$ cat src/rtl/cbbs_pkg.sv
`timescale 1ns / 1ps
// Shared types and constants for the cartridge bus byte sequencer.
// Used by cbbs_step and the top level; depends on nothing.
package cbbs_pkg;

   localparam int ADDR_BITS   = 24;
   localparam int COUNT_BITS  = 25;
   localparam int CSR_BITS    = 25;
   localparam int CSR_IDX_BITS = 2;

   localparam logic [ADDR_BITS-1:0] ROM_MASK   = 24'h800000;
   localparam logic [ADDR_BITS-1:0] CE_MASK    = 24'hC00000;
   localparam logic [ADDR_BITS-1:0] PAGE_MASK  = 24'hFFFF00;
   localparam logic [ADDR_BITS-1:0] TIME_PAGE  = 24'hA13000;

   localparam logic [CSR_IDX_BITS-1:0] CSR_DIRECTION     = 2'd0;
   localparam logic [CSR_IDX_BITS-1:0] CSR_LANE_MODE     = 2'd1;
   localparam logic [CSR_IDX_BITS-1:0] CSR_START_ADDRESS = 2'd2;
   localparam logic [CSR_IDX_BITS-1:0] CSR_TRANSFER_SIZE = 2'd3;

   typedef enum logic [1:0] {
      LANE_NONE = 2'd0,
      LANE_LOW  = 2'd1,
      LANE_HIGH = 2'd2,
      LANE_BOTH = 2'd3
   } lane_mode_type;

   typedef struct packed {
      logic                  direction;      // 1 for write transfers
      lane_mode_type         lane_mode;
      logic [ADDR_BITS-1:0]  start_address;
      logic [COUNT_BITS-1:0] transfer_size;
   } cfg_type;

   typedef struct packed {
      logic [ADDR_BITS-1:0]  current_address;
      logic [COUNT_BITS-1:0] remaining_bytes;
      logic [7:0]            held_high_byte;
      logic                  high_byte_held;
      logic                  address_pending;
      logic [15:0]           driven_lanes;
   } seq_state_type;

   typedef struct packed {
      logic [ADDR_BITS-1:0] bus_address;
      logic                 new_address_phase;
      logic                 rom_select;
      logic                 chip_enable;
      logic                 time_select;
      logic                 read_strobe;
      logic                 lower_write_strobe;
      logic                 upper_write_strobe;
      logic [15:0]          bus_data_out;
      logic [7:0]           read_byte;
      logic                 last_byte;
   } result_type;

   // Start address as the lane mode forces its low bit.
   function automatic logic [ADDR_BITS-1:0] adjusted_start(
      input logic [ADDR_BITS-1:0] start,
      input lane_mode_type        mode
   );
      logic [ADDR_BITS-1:0] a;
      a = start;
      if (mode == LANE_HIGH) begin
         a[0] = 1'b0;
      end else if (mode == LANE_LOW) begin
         a[0] = 1'b1;
      end
      return a;
   endfunction

endpackage

$ cat src/rtl/cbbs_in_reg.sv
`timescale 1ns / 1ps
// Input register for the request channel of the byte sequencer.
// Does not depend on cbbs_pkg.
module cbbs_in_reg (
   input  logic        clock,
   input  logic        reset,
   input  logic        req_valid,
   input  logic [7:0]  req_write_byte,
   input  logic [15:0] req_bus_word,
   input  logic        advance,
   output logic        req_stall,
   output logic        held_valid,
   output logic [7:0]  held_write_byte,
   output logic [15:0] held_bus_word
);

   logic        valid_ff;
   logic [7:0]  write_byte_ff;
   logic [15:0] bus_word_ff;
   logic        slot_free;

   // The slot opens when empty or when its item moves on this cycle.
   assign slot_free = !valid_ff || advance;
   assign req_stall = !slot_free;

   always_ff @(posedge clock) begin
      if (reset) begin
         valid_ff <= 1'b0;
      end else if (slot_free) begin
         valid_ff <= req_valid;
      end
   end

   always_ff @(posedge clock) begin
      if (slot_free && req_valid) begin
         write_byte_ff <= req_write_byte;
         bus_word_ff   <= req_bus_word;
      end
   end

   assign held_valid      = valid_ff;
   assign held_write_byte = write_byte_ff;
   assign held_bus_word   = bus_word_ff;

endmodule

$ cat src/rtl/cbbs_step.sv
`timescale 1ns / 1ps
// Per-item step logic: next sequencer state and the bus cycle for one byte.
// Depends on cbbs_pkg.
module cbbs_step (
   input  cbbs_pkg::seq_state_type state_cur,
   input  cbbs_pkg::cfg_type       cfg,
   input  logic [7:0]              write_byte,
   input  logic [15:0]             bus_word,
   output cbbs_pkg::seq_state_type state_next,
   output logic                    emit,
   output cbbs_pkg::result_type    result
);

   logic [cbbs_pkg::ADDR_BITS-1:0]  a;
   logic [cbbs_pkg::ADDR_BITS-1:0]  shown;
   logic [cbbs_pkg::COUNT_BITS-1:0] rem_dec;
   logic [cbbs_pkg::COUNT_BITS-1:0] rem_dec2;

   assign a        = state_cur.current_address;
   assign rem_dec  = state_cur.remaining_bytes - cbbs_pkg::COUNT_BITS'(1);
   assign rem_dec2 = (state_cur.remaining_bytes >= cbbs_pkg::COUNT_BITS'(2)) ?
                     state_cur.remaining_bytes - cbbs_pkg::COUNT_BITS'(2) :
                     '0;

   always_comb begin
      state_next = state_cur;
      emit       = 1'b0;
      result     = '0;
      shown      = a;

      if (state_cur.remaining_bytes == '0) begin
         emit = 1'b0;
      end else if (!cfg.direction) begin
         // read cycle; the odd half of a word shares the even address phase
         emit   = 1'b1;
         shown  = state_cur.address_pending ? a : {a[cbbs_pkg::ADDR_BITS-1:1], 1'b0};
         result.new_address_phase = state_cur.address_pending;
         result.read_strobe       = 1'b1;
         state_next.address_pending = 1'b1;
         case (cfg.lane_mode)
            cbbs_pkg::LANE_LOW: begin
               result.read_byte = bus_word[7:0];
               state_next.current_address = a + cbbs_pkg::ADDR_BITS'(2);
            end
            cbbs_pkg::LANE_HIGH: begin
               result.read_byte = bus_word[15:8];
               state_next.current_address = a + cbbs_pkg::ADDR_BITS'(2);
            end
            cbbs_pkg::LANE_BOTH: begin
               if (a[0]) begin
                  result.read_byte = bus_word[7:0];
               end else begin
                  result.read_byte = bus_word[15:8];
                  state_next.address_pending = 1'b0;
               end
               state_next.current_address = a + cbbs_pkg::ADDR_BITS'(1);
            end
            default: begin
               result.read_byte = 8'h00;
            end
         endcase
         state_next.remaining_bytes = rem_dec;
         if (rem_dec == '0) begin
            state_next.address_pending = 1'b1;
         end
         result.last_byte = (rem_dec == '0);
      end else if (state_cur.high_byte_held) begin
         // second half of a merged word write
         emit = 1'b1;
         result.new_address_phase   = 1'b1;
         result.lower_write_strobe  = 1'b1;
         result.upper_write_strobe  = 1'b1;
         state_next.driven_lanes    = {state_cur.held_high_byte, write_byte};
         state_next.current_address = a + cbbs_pkg::ADDR_BITS'(2);
         state_next.remaining_bytes = rem_dec2;
         state_next.high_byte_held  = 1'b0;
         state_next.held_high_byte  = 8'h00;
         result.bus_data_out        = {state_cur.held_high_byte, write_byte};
         result.last_byte           = (rem_dec2 == '0);
      end else if (cfg.lane_mode == cbbs_pkg::LANE_BOTH && !a[0] &&
                   state_cur.remaining_bytes > cbbs_pkg::COUNT_BITS'(1)) begin
         // hold the even byte until its partner arrives
         emit = 1'b0;
         state_next.held_high_byte = write_byte;
         state_next.high_byte_held = 1'b1;
      end else begin
         emit = 1'b1;
         result.new_address_phase = 1'b1;
         case (cfg.lane_mode)
            cbbs_pkg::LANE_LOW: begin
               state_next.driven_lanes[7:0] = write_byte;
               result.lower_write_strobe    = 1'b1;
               state_next.current_address   = a + cbbs_pkg::ADDR_BITS'(2);
            end
            cbbs_pkg::LANE_HIGH: begin
               state_next.driven_lanes[15:8] = write_byte;
               result.upper_write_strobe     = 1'b1;
               state_next.current_address    = a + cbbs_pkg::ADDR_BITS'(2);
            end
            cbbs_pkg::LANE_BOTH: begin
               if (a[0]) begin
                  state_next.driven_lanes[7:0] = write_byte;
                  result.lower_write_strobe    = 1'b1;
               end else begin
                  state_next.driven_lanes[15:8] = write_byte;
                  result.upper_write_strobe     = 1'b1;
               end
               state_next.current_address = a + cbbs_pkg::ADDR_BITS'(1);
            end
            default: begin
               // consume the byte, drive nothing new
               state_next.driven_lanes = state_cur.driven_lanes;
            end
         endcase
         state_next.remaining_bytes = rem_dec;
         result.bus_data_out        = state_next.driven_lanes;
         result.last_byte           = (rem_dec == '0);
      end

      result.bus_address = shown;
      result.rom_select  = ((shown & cbbs_pkg::ROM_MASK) == '0);
      result.chip_enable = ((shown & cbbs_pkg::CE_MASK) == '0);
      result.time_select = ((shown & cbbs_pkg::PAGE_MASK) == cbbs_pkg::TIME_PAGE);
      if (!emit) begin
         result = '0;
      end
   end

endmodule

$ cat src/rtl/cartridge_bus_byte_sequencer.sv
`timescale 1ns / 1ps
// Top level of the cartridge bus byte sequencer: configuration registers,
// sequencer state, output register. Uses cbbs_pkg, cbbs_in_reg, cbbs_step.
//
// One host byte enters per cycle on req_* while req_stall is low; each byte passes
// an input register and then the step logic, and any bus cycle it gives goes into
// the output register before it appears on rsp_*; a new byte is taken every cycle
// while rsp_stall is low; the state of address, byte count and held byte is
// updated for each byte taken. A byte gives no item when the transfer is
// idle (count zero) or when it is the even half of a merged two-lane write;
// the merged word follows with the next byte. Any csr write re-arms the
// transfer from start_address and transfer_size; write only while idle.
module cartridge_bus_byte_sequencer (
   input  logic                                 clock,
   input  logic                                 reset,
   input  logic                                 csr_write_enable,
   input  logic [cbbs_pkg::CSR_IDX_BITS-1:0]    csr_index,
   input  logic [cbbs_pkg::CSR_BITS-1:0]        csr_write_data,
   input  logic                                 req_valid,
   output logic                                 req_stall,
   input  logic [7:0]                           req_write_byte,
   input  logic [15:0]                          req_bus_word,
   output logic                                 rsp_valid,
   input  logic                                 rsp_stall,
   output logic [cbbs_pkg::ADDR_BITS-1:0]       rsp_bus_address,
   output logic                                 rsp_new_address_phase,
   output logic                                 rsp_rom_select,
   output logic                                 rsp_chip_enable,
   output logic                                 rsp_time_select,
   output logic                                 rsp_read_strobe,
   output logic                                 rsp_lower_write_strobe,
   output logic                                 rsp_upper_write_strobe,
   output logic [15:0]                          rsp_bus_data_out,
   output logic [7:0]                           rsp_read_byte,
   output logic                                 rsp_last_byte
);

   cbbs_pkg::cfg_type       cfg_ff;
   cbbs_pkg::cfg_type       cfg_in;
   cbbs_pkg::seq_state_type state_ff;
   cbbs_pkg::seq_state_type state_in;
   cbbs_pkg::seq_state_type step_state;
   cbbs_pkg::result_type    step_result;
   cbbs_pkg::result_type    result_ff;
   logic                    rsp_valid_ff;
   logic                    step_emit;
   logic                    held_valid;
   logic [7:0]              held_write_byte;
   logic [15:0]             held_bus_word;
   logic                    out_free;
   logic                    fire;

   assign out_free = !rsp_valid_ff || !rsp_stall;
   assign fire     = held_valid && out_free;

   cbbs_in_reg u_in_reg (
      .clock           (clock),
      .reset           (reset),
      .req_valid       (req_valid),
      .req_write_byte  (req_write_byte),
      .req_bus_word    (req_bus_word),
      .advance         (fire),
      .req_stall       (req_stall),
      .held_valid      (held_valid),
      .held_write_byte (held_write_byte),
      .held_bus_word   (held_bus_word)
   );

   cbbs_step u_step (
      .state_cur  (state_ff),
      .cfg        (cfg_ff),
      .write_byte (held_write_byte),
      .bus_word   (held_bus_word),
      .state_next (step_state),
      .emit       (step_emit),
      .result     (step_result)
   );

   // Register writes and the re-arm that follows them.
   always_comb begin
      cfg_in   = cfg_ff;
      state_in = state_ff;
      if (csr_write_enable) begin
         case (csr_index)
            cbbs_pkg::CSR_DIRECTION:     cfg_in.direction = csr_write_data[0];
            cbbs_pkg::CSR_LANE_MODE:
               cfg_in.lane_mode = cbbs_pkg::lane_mode_type'(csr_write_data[1:0]);
            cbbs_pkg::CSR_START_ADDRESS:
               cfg_in.start_address = csr_write_data[cbbs_pkg::ADDR_BITS-1:0];
            cbbs_pkg::CSR_TRANSFER_SIZE:
               cfg_in.transfer_size = csr_write_data[cbbs_pkg::COUNT_BITS-1:0];
            default: cfg_in = cfg_ff;
         endcase
         state_in.current_address =
            cbbs_pkg::adjusted_start(cfg_in.start_address, cfg_in.lane_mode);
         state_in.remaining_bytes = cfg_in.transfer_size;
         state_in.held_high_byte  = 8'h00;
         state_in.high_byte_held  = 1'b0;
         state_in.address_pending = 1'b1;
      end else if (fire) begin
         state_in = step_state;
      end
   end

   always_ff @(posedge clock) begin
      if (reset) begin
         cfg_ff.direction     <= 1'b0;
         cfg_ff.lane_mode     <= cbbs_pkg::LANE_BOTH;
         cfg_ff.start_address <= '0;
         cfg_ff.transfer_size <= '0;
         state_ff.current_address <= '0;
         state_ff.remaining_bytes <= '0;
         state_ff.held_high_byte  <= 8'h00;
         state_ff.high_byte_held  <= 1'b0;
         state_ff.address_pending <= 1'b1;
         state_ff.driven_lanes    <= 16'h0000;
      end else begin
         cfg_ff   <= cfg_in;
         state_ff <= state_in;
      end
   end

   always_ff @(posedge clock) begin
      if (reset) begin
         rsp_valid_ff <= 1'b0;
      end else if (out_free) begin
         rsp_valid_ff <= fire && step_emit;
      end
   end

   always_ff @(posedge clock) begin
      if (out_free && fire && step_emit) begin
         result_ff <= step_result;
      end
   end

   assign rsp_valid              = rsp_valid_ff;
   assign rsp_bus_address        = result_ff.bus_address;
   assign rsp_new_address_phase  = result_ff.new_address_phase;
   assign rsp_rom_select         = result_ff.rom_select;
   assign rsp_chip_enable        = result_ff.chip_enable;
   assign rsp_time_select        = result_ff.time_select;
   assign rsp_read_strobe        = result_ff.read_strobe;
   assign rsp_lower_write_strobe = result_ff.lower_write_strobe;
   assign rsp_upper_write_strobe = result_ff.upper_write_strobe;
   assign rsp_bus_data_out       = result_ff.bus_data_out;
   assign rsp_read_byte          = result_ff.read_byte;
   assign rsp_last_byte          = result_ff.last_byte;

endmodule
$ cat config.mk
export PLATFORM = sky130hd
export DESIGN_NAME = cartridge_bus_byte_sequencer
export DESIGN_NICKNAME = d
export VERILOG_FILES = /design/src/rtl/cbbs_pkg.sv /design/src/rtl/cbbs_in_reg.sv /design/src/rtl/cbbs_step.sv /design/src/rtl/cartridge_bus_byte_sequencer.sv
export SDC_FILE = /design/constraint.sdc
export NUM_CORES = 1
export LEC_CHECK = 0
export BUFFER_PORTS_ARGS = -buffer_cell sky130_fd_sc_hd__buf_4
export CAP_MARGIN = 0
export CORE_ASPECT_RATIO = 0.6
export CORE_MARGIN = 2
export CORE_UTILIZATION = 40
export DETAILED_ROUTE_END_ITERATION = 6
export PLACE_DENSITY = 0.6
export RECOVER_POWER = 25
export SLEW_MARGIN = 0
export SYNTH_ARGS = -nofsm -noshare
export SYNTH_HDL_FRONTEND = slang
export SYNTH_SLANG_ARGS = --single-unit
export TNS_END_PERCENT = 5
$ cat constraint.sdc
create_clock -name clock -period 4.1 [get_ports clock]
set_input_delay 0 -clock clock [delete_from_list [all_inputs] [get_ports clock]]
set_output_delay 0 -clock clock [all_outputs]
set_load 0.03 [all_outputs]
==> summary.md, run 1 <==
## Outcome
- **result of the run** complete, but fails checks
- **violations in the final reports** capacitance limit, slew limit

## Routing
- **wire per inst** 22.3 um
- **number of remaining DRC errors** 0
- **via/cell ratio** 6.04
- **iteration-0 DRC count of the detailed router** 1287
- **number of antenna-violating nets in the routed design** 0
- **post-detailed-routing wire length** 41900 um
- **count of TritonRoute iterations in the first routing pass** 6
- **DR vias** 11300

## Synthesis
- **Syn Inst Count** 1381
- **Synth cell types** 79
- **number of storage elements in the synthesis netlist** 209
- **total nets after synthesis** 1447
- **Async SR Flop Fraction** 0%
- **warnings from Yosys** 0
- **sequential area share after synthesis** 43.0%
- **number of flops mapped to enable cells by yosys** 80
- **synthesized area per cell** 8.40 um^2
- **cell area after synthesis** 11600 um^2
- **main flop type after synthesis** sky130_fd_sc_hd__dfxtp_1

## STA
- **shortest clock period the worst path allows after layout** 3790 ps
- **final worst path period share** 92.4%
- **slew margin rel.** -22.9%
- **Post-Route Setup TNS** 0 ps
- **least setup slack across all paths after layout** 311 ps
- **highest clock rate** 264 MHz
- **total count of hold-check failures in the final report** 0
- **worst clock skew** 25.3 ps
- **pin slew with the least headroom to its limit** 1840 ps
- **number of endpoints failing setup at the final stage** 0
- **count of pins over their slew limit** 29
- **setup repair after global routing missed its margin** no

## Floorplan
- **floorplan die area** 30400 um^2
- **Initial Util** 40.5%
- **number of I/O pins** 114
- **die height** 136 um
- **count of standard-cell rows** 48
- **core region area** 28600 um^2
- **horizontal extent of the die** 224 um

## Placed design
- **gpl congestion** 0.968
- **dpl cell area** 12600 um^2
- **Final HPWL DP** 29300 um
- **Setup Slack @ Placement** 379 ps
- **Port Buffer Count** 113
- **number of placed instances with taps included** 1781

## Global route
- **global route overflow** 0
- **antenna violations before repair** 1
- **overall global routing resource usage** 27.3%
- **vias in the first global route** 10600
- **largest net degree at the start of global routing** 79
- **wire length of the first global-routing pass** 63600 um

## Cells and area
- **final-stage net count** 1552
- **area of combinational cells with multiple inputs** 5960 um^2
- **area growth from synthesis to final layout** 17.4%
- **non-filler instance count after layout** 1877
- **fill cell total of the finished layout** 2836
- **post-route design area** 13600 um^2
- **n_diodes** 0
- **proportion of layout cells with a drive suffix above 1** 10.7%
- **area taken by flip-flops and latches** 4980 um^2

## Setup path
- **critical path endpoint category** register
- **maximum fanout encountered on the critical timing path** 14
- **cell type group with the largest total delay on the critical path** simple AND/OR/NAND/NOR gates
- **type of the worst setup path** reg2reg
- **cell with the largest stage delay on the worst path** sky130_fd_sc_hd__or2_1
- **delay of the slowest critical-path stage** 600 ps
- **Bufs and invs on worst path** 1
- **CP required** 4440 ps
- **Crit path top cell by count** sky130_fd_sc_hd__a311oi_1
- **endpoint arrival time on the critical path** 4130 ps
- **cell-by-cell listing of the critical path** inv_1 -> ha_1 -> nor3b_1 -> and2_1 -> nand3_1 -> a41oi_1 -> or2_1 -> a311oi_1 -> a221oi_1 -> a311oi_1
- **startpoint type of the worst setup path** register

## Power and ir drop
- **combinational fraction of design power** 21.8%
- **Clk pwr share** 35.1%
- **Overall Power** 5510 uW
- **leak pwr** 0.00473 uW
- **total power per unit cell area** 405 nW/um^2
- **switching power as a share of total power** 32.5%
- **Peak VDD IR** 0.240 mV
- **Switch Pwr** 1790 uW
- **internal power** 3720 uW
- **relative contribution of sequential cells to total power** 43.1%

## Clock tree
- **clk buf depth** 3
- **post-CTS setup buffer count** 0
- **clock latency reported for the late side of the worst-skew pair** 540 ps
- **number of CTS-inserted buffers** 22
- **number of H-tree branching levels** 1
- **clk slew on worst S/H paths** 70 ps
- **clock tree from TritonCTS** done
- **clock sink total** 209
- **root buffer cell** sky130_fd_sc_hd__clkbuf_16

## Job
- **total of max-cap violations** 1

## Min path
- **Hold Path Class** in2reg

==> registers in the layout (all words and copies together), names as in the netlist, 8 cells and up <==
signal / cells
state_ff: 75
cfg_ff: 52
rsp_bus_address: 24
rsp_bus_data_out: 16
u_in_reg.held_bus_word: 16
rsp_read_byte: 8
u_in_reg.held_write_byte: 8
==> cells in the final DEF (no fill, tap or decap), types with 10 or more instances in the layout <==
cell type and count:
sky130_fd_sc_hd__dfxtp_1 129, sky130_fd_sc_hd__nand2_1 233, sky130_fd_sc_hd__a22o_1 17, sky130_fd_sc_hd__clkbuf_16 22, sky130_fd_sc_hd__a21oi_1 126, sky130_fd_sc_hd__ha_1 10, sky130_fd_sc_hd__o22ai_1 26, sky130_fd_sc_hd__nor3_1 54
sky130_fd_sc_hd__inv_1 24, sky130_fd_sc_hd__a32o_1 13, sky130_fd_sc_hd__dlygate4sd3_1 56, sky130_fd_sc_hd__mux2i_1 17, sky130_fd_sc_hd__o32ai_1 12, sky130_fd_sc_hd__nor2_1 100, sky130_fd_sc_hd__a221oi_1 10, sky130_fd_sc_hd__mux2_2 15
sky130_fd_sc_hd__a31oi_1 19, sky130_fd_sc_hd__buf_4 61, sky130_fd_sc_hd__and3_1 12, sky130_fd_sc_hd__o21ai_0 76, sky130_fd_sc_hd__clkbuf_4 24, sky130_fd_sc_hd__and2_1 28, sky130_fd_sc_hd__edfxtp_1 80, sky130_fd_sc_hd__a22oi_1 33
sky130_fd_sc_hd__nand4_1 18, sky130_fd_sc_hd__xor2_1 10, sky130_fd_sc_hd__clkbuf_1 64, sky130_fd_sc_hd__a211oi_1 16, sky130_fd_sc_hd__nor4_1 15, sky130_fd_sc_hd__xnor2_1 21, sky130_fd_sc_hd__nand3_1 39
==> final timing paths <==
kind,from,end,slack (ps),cells past startpoint
min reg2reg,cfg_ff[12],cfg_ff[12],450,2
min,csr_write_enable,cfg_ff[39],60,3
max,state_ff[27],state_ff[29],310,10
max reg2reg,state_ff[27],state_ff[29],310,10
==> stage by stage <==
step	util, %	hold WS, ps
floorplan	-	98.9
global placement	44.0	179
detailed placement	44.0	179
CTS	48.3	37.9
global route	47.5	83.9
finish	47.5	59.3
==> logic make-up (layout without fill, tap and decap cells) <==
kind of cell / Yosys count / count (layout) / synth area share [%]
AOI/OAI and AO/OA: 398 / 398 / 22.0
and+or+nand+nor: 555 / 555 / 23.0
adders and majority gates: 10 / 10 / 1.08
xor gates and xnor gates: 31 / 31 / 2.34
buffers and inverters: 146 / 267 / 5.75
muxes: 32 / 32 / 2.92
DFF: 209 / 209 / 43.0
==> cells in the mapped netlist, drive strengths merged (9+ instances only) <==
master,instances,share of area (%)
nor4,18,1.2
mux2i,17,1.5
inv,24,0.78
o22ai,26,1.4
and3,12,0.65
edfxtp,80,21
clkbuf,83,2.7
nor2,102,3.4
a211oi,17,1.1
o21ai,82,3.6
a22oi,33,2.1
dfxtp,129,22
nand3,40,1.8
a22o,17,1.3
a221oi,11,0.88
mux2,15,1.5
xor2,10,0.76
nand2,233,7.5
a311oi,9,0.68
xnor2,21,1.6
nor3,58,2.8
a32o,13,1.1
a31oi,19,1.0
buf,37,2.2
ha,10,1.1
and2,28,1.5
a21oi,128,5.6
nand4,19,1.1
o32ai,12,0.91
==> layer usage <==
metal  GRT usage [%]  up-vias  wire, um
li1                -     5256         -
met1            42.1     5400     19500
met2            35.3      629     15800
met3            10.5       44      5970
met4            5.00        2       626
met5               0        -         9
==> power groups by stage <==
stage	clock network (uW)	logic (uW)	registers, uW
after detailed placement	0	1160	2420
after floorplan	0	717	2440
after CTS	1970	1200	2370
after global placement	0	1160	2410
after global routing	2040	1300	2390
final	1930	1200	2370
==> what timing repair did <==
action,CTS,global route
gates resized for setup,0,1
setup endpoints to repair,0,1
hold endpoints to repair,106,0
hold buffers,56,0
==> worst reg2reg max path, stage by stage (launching register included) <==
cell and delay (ps):
sky130_fd_sc_hd__dfxtp_1 360, sky130_fd_sc_hd__inv_1 170, sky130_fd_sc_hd__ha_1 340, sky130_fd_sc_hd__nor3b_1 410, sky130_fd_sc_hd__and2_1 450, sky130_fd_sc_hd__nand3_1 130
sky130_fd_sc_hd__a41oi_1 440, sky130_fd_sc_hd__or2_1 610, sky130_fd_sc_hd__a311oi_1 270, sky130_fd_sc_hd__a221oi_1 350, sky130_fd_sc_hd__a311oi_1 80
==> area by class of cell <==
| cell class | count | share of cell area, % |
|---|---|---|
| Tap cell | 375 | 3.44 |
| Timing Repair Buffer | 201 | 10.6 |
| Inverter | 26 | 0.726 |
| Clock buffer | 27 | 4.18 |
| Clock inverter | 13 | 0.726 |
| Multi-Input combinational cell | 1026 | 43.8 |
| Sequential cell | 209 | 36.6 |
No activity file was read; power rests on OpenSTA's default activity.
==> run 2: changes to the inputs <==
Settings changed: CELL_PAD_IN_SITES_DETAIL_PLACEMENT set to 2, CELL_PAD_IN_SITES_GLOBAL_PLACEMENT set to 2, CORE_UTILIZATION 40 to 36, CTS_CLUSTER_DIAMETER set to 50, PLACE_DENSITY 0.6 to 0.82.
==> summary.md, run 2 (synthesized netlist as in run 1, its figures left out) <==
## Setup path
- **endpoint arrival time on the critical path** 4180 ps, +50 ps
- **capture point of the worst reg-to-reg path** state_ff[39]
- **maximum fanout encountered on the critical timing path** 14, unchanged
- **Critical R2R Launch** state_ff[28]
- **type of the worst setup path** reg2reg
- **worst setup slack for register-to-register paths** 310 ps, about the same
- **critical path endpoint category** register
- **worst reg2reg path depth** 12, +2
- **CP required** 4490 ps, +50 ps
- **startpoint type of the worst setup path** register

## STA
- **Post-Route Setup TNS** 0 ps, unchanged
- **number of endpoints failing setup at the final stage** 0, unchanged
- **count of pins over their slew limit** 25, -14%
- **slew margin rel.** -39.4%, -16 points
- **shortest clock period the worst path allows after layout** 3790 ps, -3.01 ps
- **setup repair after global routing missed its margin** no
- **final worst path period share** 92.4%, about the same
- **pin slew with the least headroom to its limit** 2090 ps, +247 ps
- **worst clock skew** 31.9 ps, +6.69 ps
- **highest clock rate** 264 MHz, about the same
- **total count of hold-check failures in the final report** 0, unchanged

## Routing
- **met3 wirelength from detailed routing** 5870 um, -1.7%
- **number of remaining DRC errors** 0, unchanged
- **post-detailed-routing wire length** 56500 um, +35%
- **DR vias** 12200, +8.0%
- **met2 wire length** 24500 um, +56%
- **wire per inst** 29.2 um, +31%
- **via/cell ratio** 6.33, +4.8%
- **count of TritonRoute iterations in the first routing pass** 7, +1
- **iteration-0 DRC count of the detailed router** 1310, +1.8%
- **number of antenna-violating nets in the routed design** 0, unchanged
- **Post-Route M1 WL** 24700 um, +27%
- **highest signal layer in the routed design** met5

## Global route
- **largest net degree at the start of global routing** 67, -15%
- **wire length of the first global-routing pass** 83600 um, +31%
- **vias in the first global route** 12700, +20%
- **antenna violations before repair** 1, unchanged
- **global route overflow** 0, unchanged
- **overall global routing resource usage** 33.0%, +5.7 points

## Outcome
- **result of the run** complete, but fails checks
- **violations in the final reports** capacitance limit, slew limit

## Power and ir drop
- **Switch Pwr** 2100 uW, +17%
- **internal power** 4160 uW, +12%
- **switching power as a share of total power** 33.6%, +1.1 points
- **total power per unit cell area** 448 nW/um^2, +11%
- **leak pwr** 0.00489 uW, +3.4%
- **Clk pwr share** 40.7%, +5.6 points
- **Overall Power** 6270 uW, +14%
- **combinational fraction of design power** 21.2%, -0.6 points
- **relative contribution of sequential cells to total power** 38.1%, -5.0 points
- **Peak VDD IR** 0.268 mV, +12%

## Floorplan
- **Initial Util** 36.9%, -3.6 points
- **floorplan die area** 33700 um^2, +11%
- **core region area** 31500 um^2, +9.8%
- **die height** 143 um, +5.2%
- **horizontal extent of the die** 236 um, +5.3%
- **count of standard-cell rows** 50, +4.2%
- **number of I/O pins** 114, unchanged

## Cells and area
- **n_diodes** 0, unchanged
- **final-stage net count** 1565, +0.84%
- **share of the core filled with cells** 44.4%, -3.1 points
- **area growth from synthesis to final layout** 20.5%
- **fill cell total of the finished layout** 3500, +23%
- **max reg flops** 75, unchanged
- **commonest non-fill, non-tap cell in the layout** sky130_fd_sc_hd__nand2_1
- **top register by number of flip-flops** state_ff
- **commonest non-fill, non-tap cells in the layout** sky130_fd_sc_hd__nand2_1, sky130_fd_sc_hd__dfxtp_1, sky130_fd_sc_hd__a21oi_1
- **proportion of layout cells with a drive suffix above 1** 11.9%, +1.2 points

## Min path
- **Hold Startpoint** csr_write_enable
- **Hold Path Class** in2reg
- **hold-critical path endpoint** cfg_ff[39]
- **Worst Hold Path Cells** 3, unchanged

## Clock tree
- **number of CTS-inserted buffers** 25, +14%
- **clock sink total** 209, unchanged
- **CTS-repair resized insts** 0, unchanged
- **Post-CTS Hold Fix Bufs** 56, unchanged
- **clock tree from TritonCTS** done
- **clk buf depth** 3, unchanged
- **clock latency reported for the late side of the worst-skew pair** 570 ps, +30 ps
- **number of H-tree branching levels** 1, unchanged
- **post-CTS setup buffer count** 0, unchanged
- **root buffer cell** sky130_fd_sc_hd__clkbuf_16
- **clk slew on worst S/H paths** 70 ps, about the same

## Placed design
- **gpl congestion** 0.959, -1.0%
- **Final HPWL DP** 38100 um, +30%
- **Port Buffer Count** 113, unchanged

## Job
- **total of max-cap violations** 1, unchanged

[run 2: cell types whose count changed in the layout (fill, tap and decap cells not counted), sizes merged]
cell	delta
buf	+9
clkbuf	+4
clkinv	-2
inv	+2
bufinv	+3
[run 2: how the worst max path moves through the flow]
stage	start	cells after the start	to
after floorplan	state_ff[28]	14	state_ff[36]
after global placement	state_ff[27]	11	state_ff[29]
after detailed placement	state_ff[27]	11	state_ff[64]
after CTS	state_ff[27]	12	state_ff[39]
after global routing	state_ff[27]	12	state_ff[39]
final	state_ff[28]	12	state_ff[39]
[run 2: layout make-up]
type / count / area, um^2 / area share (%)
clock inverter: 16 / 231 / 1.66
multi-input combinational: 1026 / 5950 / 42.6
timing repair buffer: 211 / 1490 / 10.7
tap: 416 / 520 / 3.72
inverter: 26 / 98.8 / 0.707
sequential: 209 / 4980 / 35.7
clock buffer: 30 / 696 / 4.98
[run 2: layer usage]
layer | vias up | track usage (%)
met5 | - | 0
met4 | 2 | 8.18
met3 | 108 | 8.85
met2 | 613 | 51.2
met1 | 6227 | 45.7
li1 | 5285 | -
[run 2: power groups by stage]
stage	Sequential (uW)	Clock [uW]	Combinational [uW]
after floorplan	2440	0	717
after global placement	2410	0	1210
after detailed placement	2420	0	1250
after CTS	2380	2540	1310
after global routing	2390	2660	1400
final	2390	2550	1330
[run 2: critical path: stages, from the launching register on]
cell and delay (ps):
sky130_fd_sc_hd__dfxtp_1 380, sky130_fd_sc_hd__inv_1 170, sky130_fd_sc_hd__ha_1 350, sky130_fd_sc_hd__nor3b_1 410
sky130_fd_sc_hd__and2_1 190, sky130_fd_sc_hd__buf_4 180, sky130_fd_sc_hd__nand3_1 90, sky130_fd_sc_hd__a41oi_1 420
sky130_fd_sc_hd__or2_1 710, sky130_fd_sc_hd__buf_4 300, sky130_fd_sc_hd__nor3_1 60, sky130_fd_sc_hd__a211oi_1 220
sky130_fd_sc_hd__o32ai_1 140
[run 2: per-stage QoR]
stage	worst slack (ps)	hold WS, ps	cells	cell area, um^2
floorplan	867	98.9	1381	11600
global placement	565	179	1832	12700
detailed placement	456	180	1832	12700
CTS	395	60.8	1934	14200
global route	93.7	99.0	1934	14000
finish	314	105	1934	14000
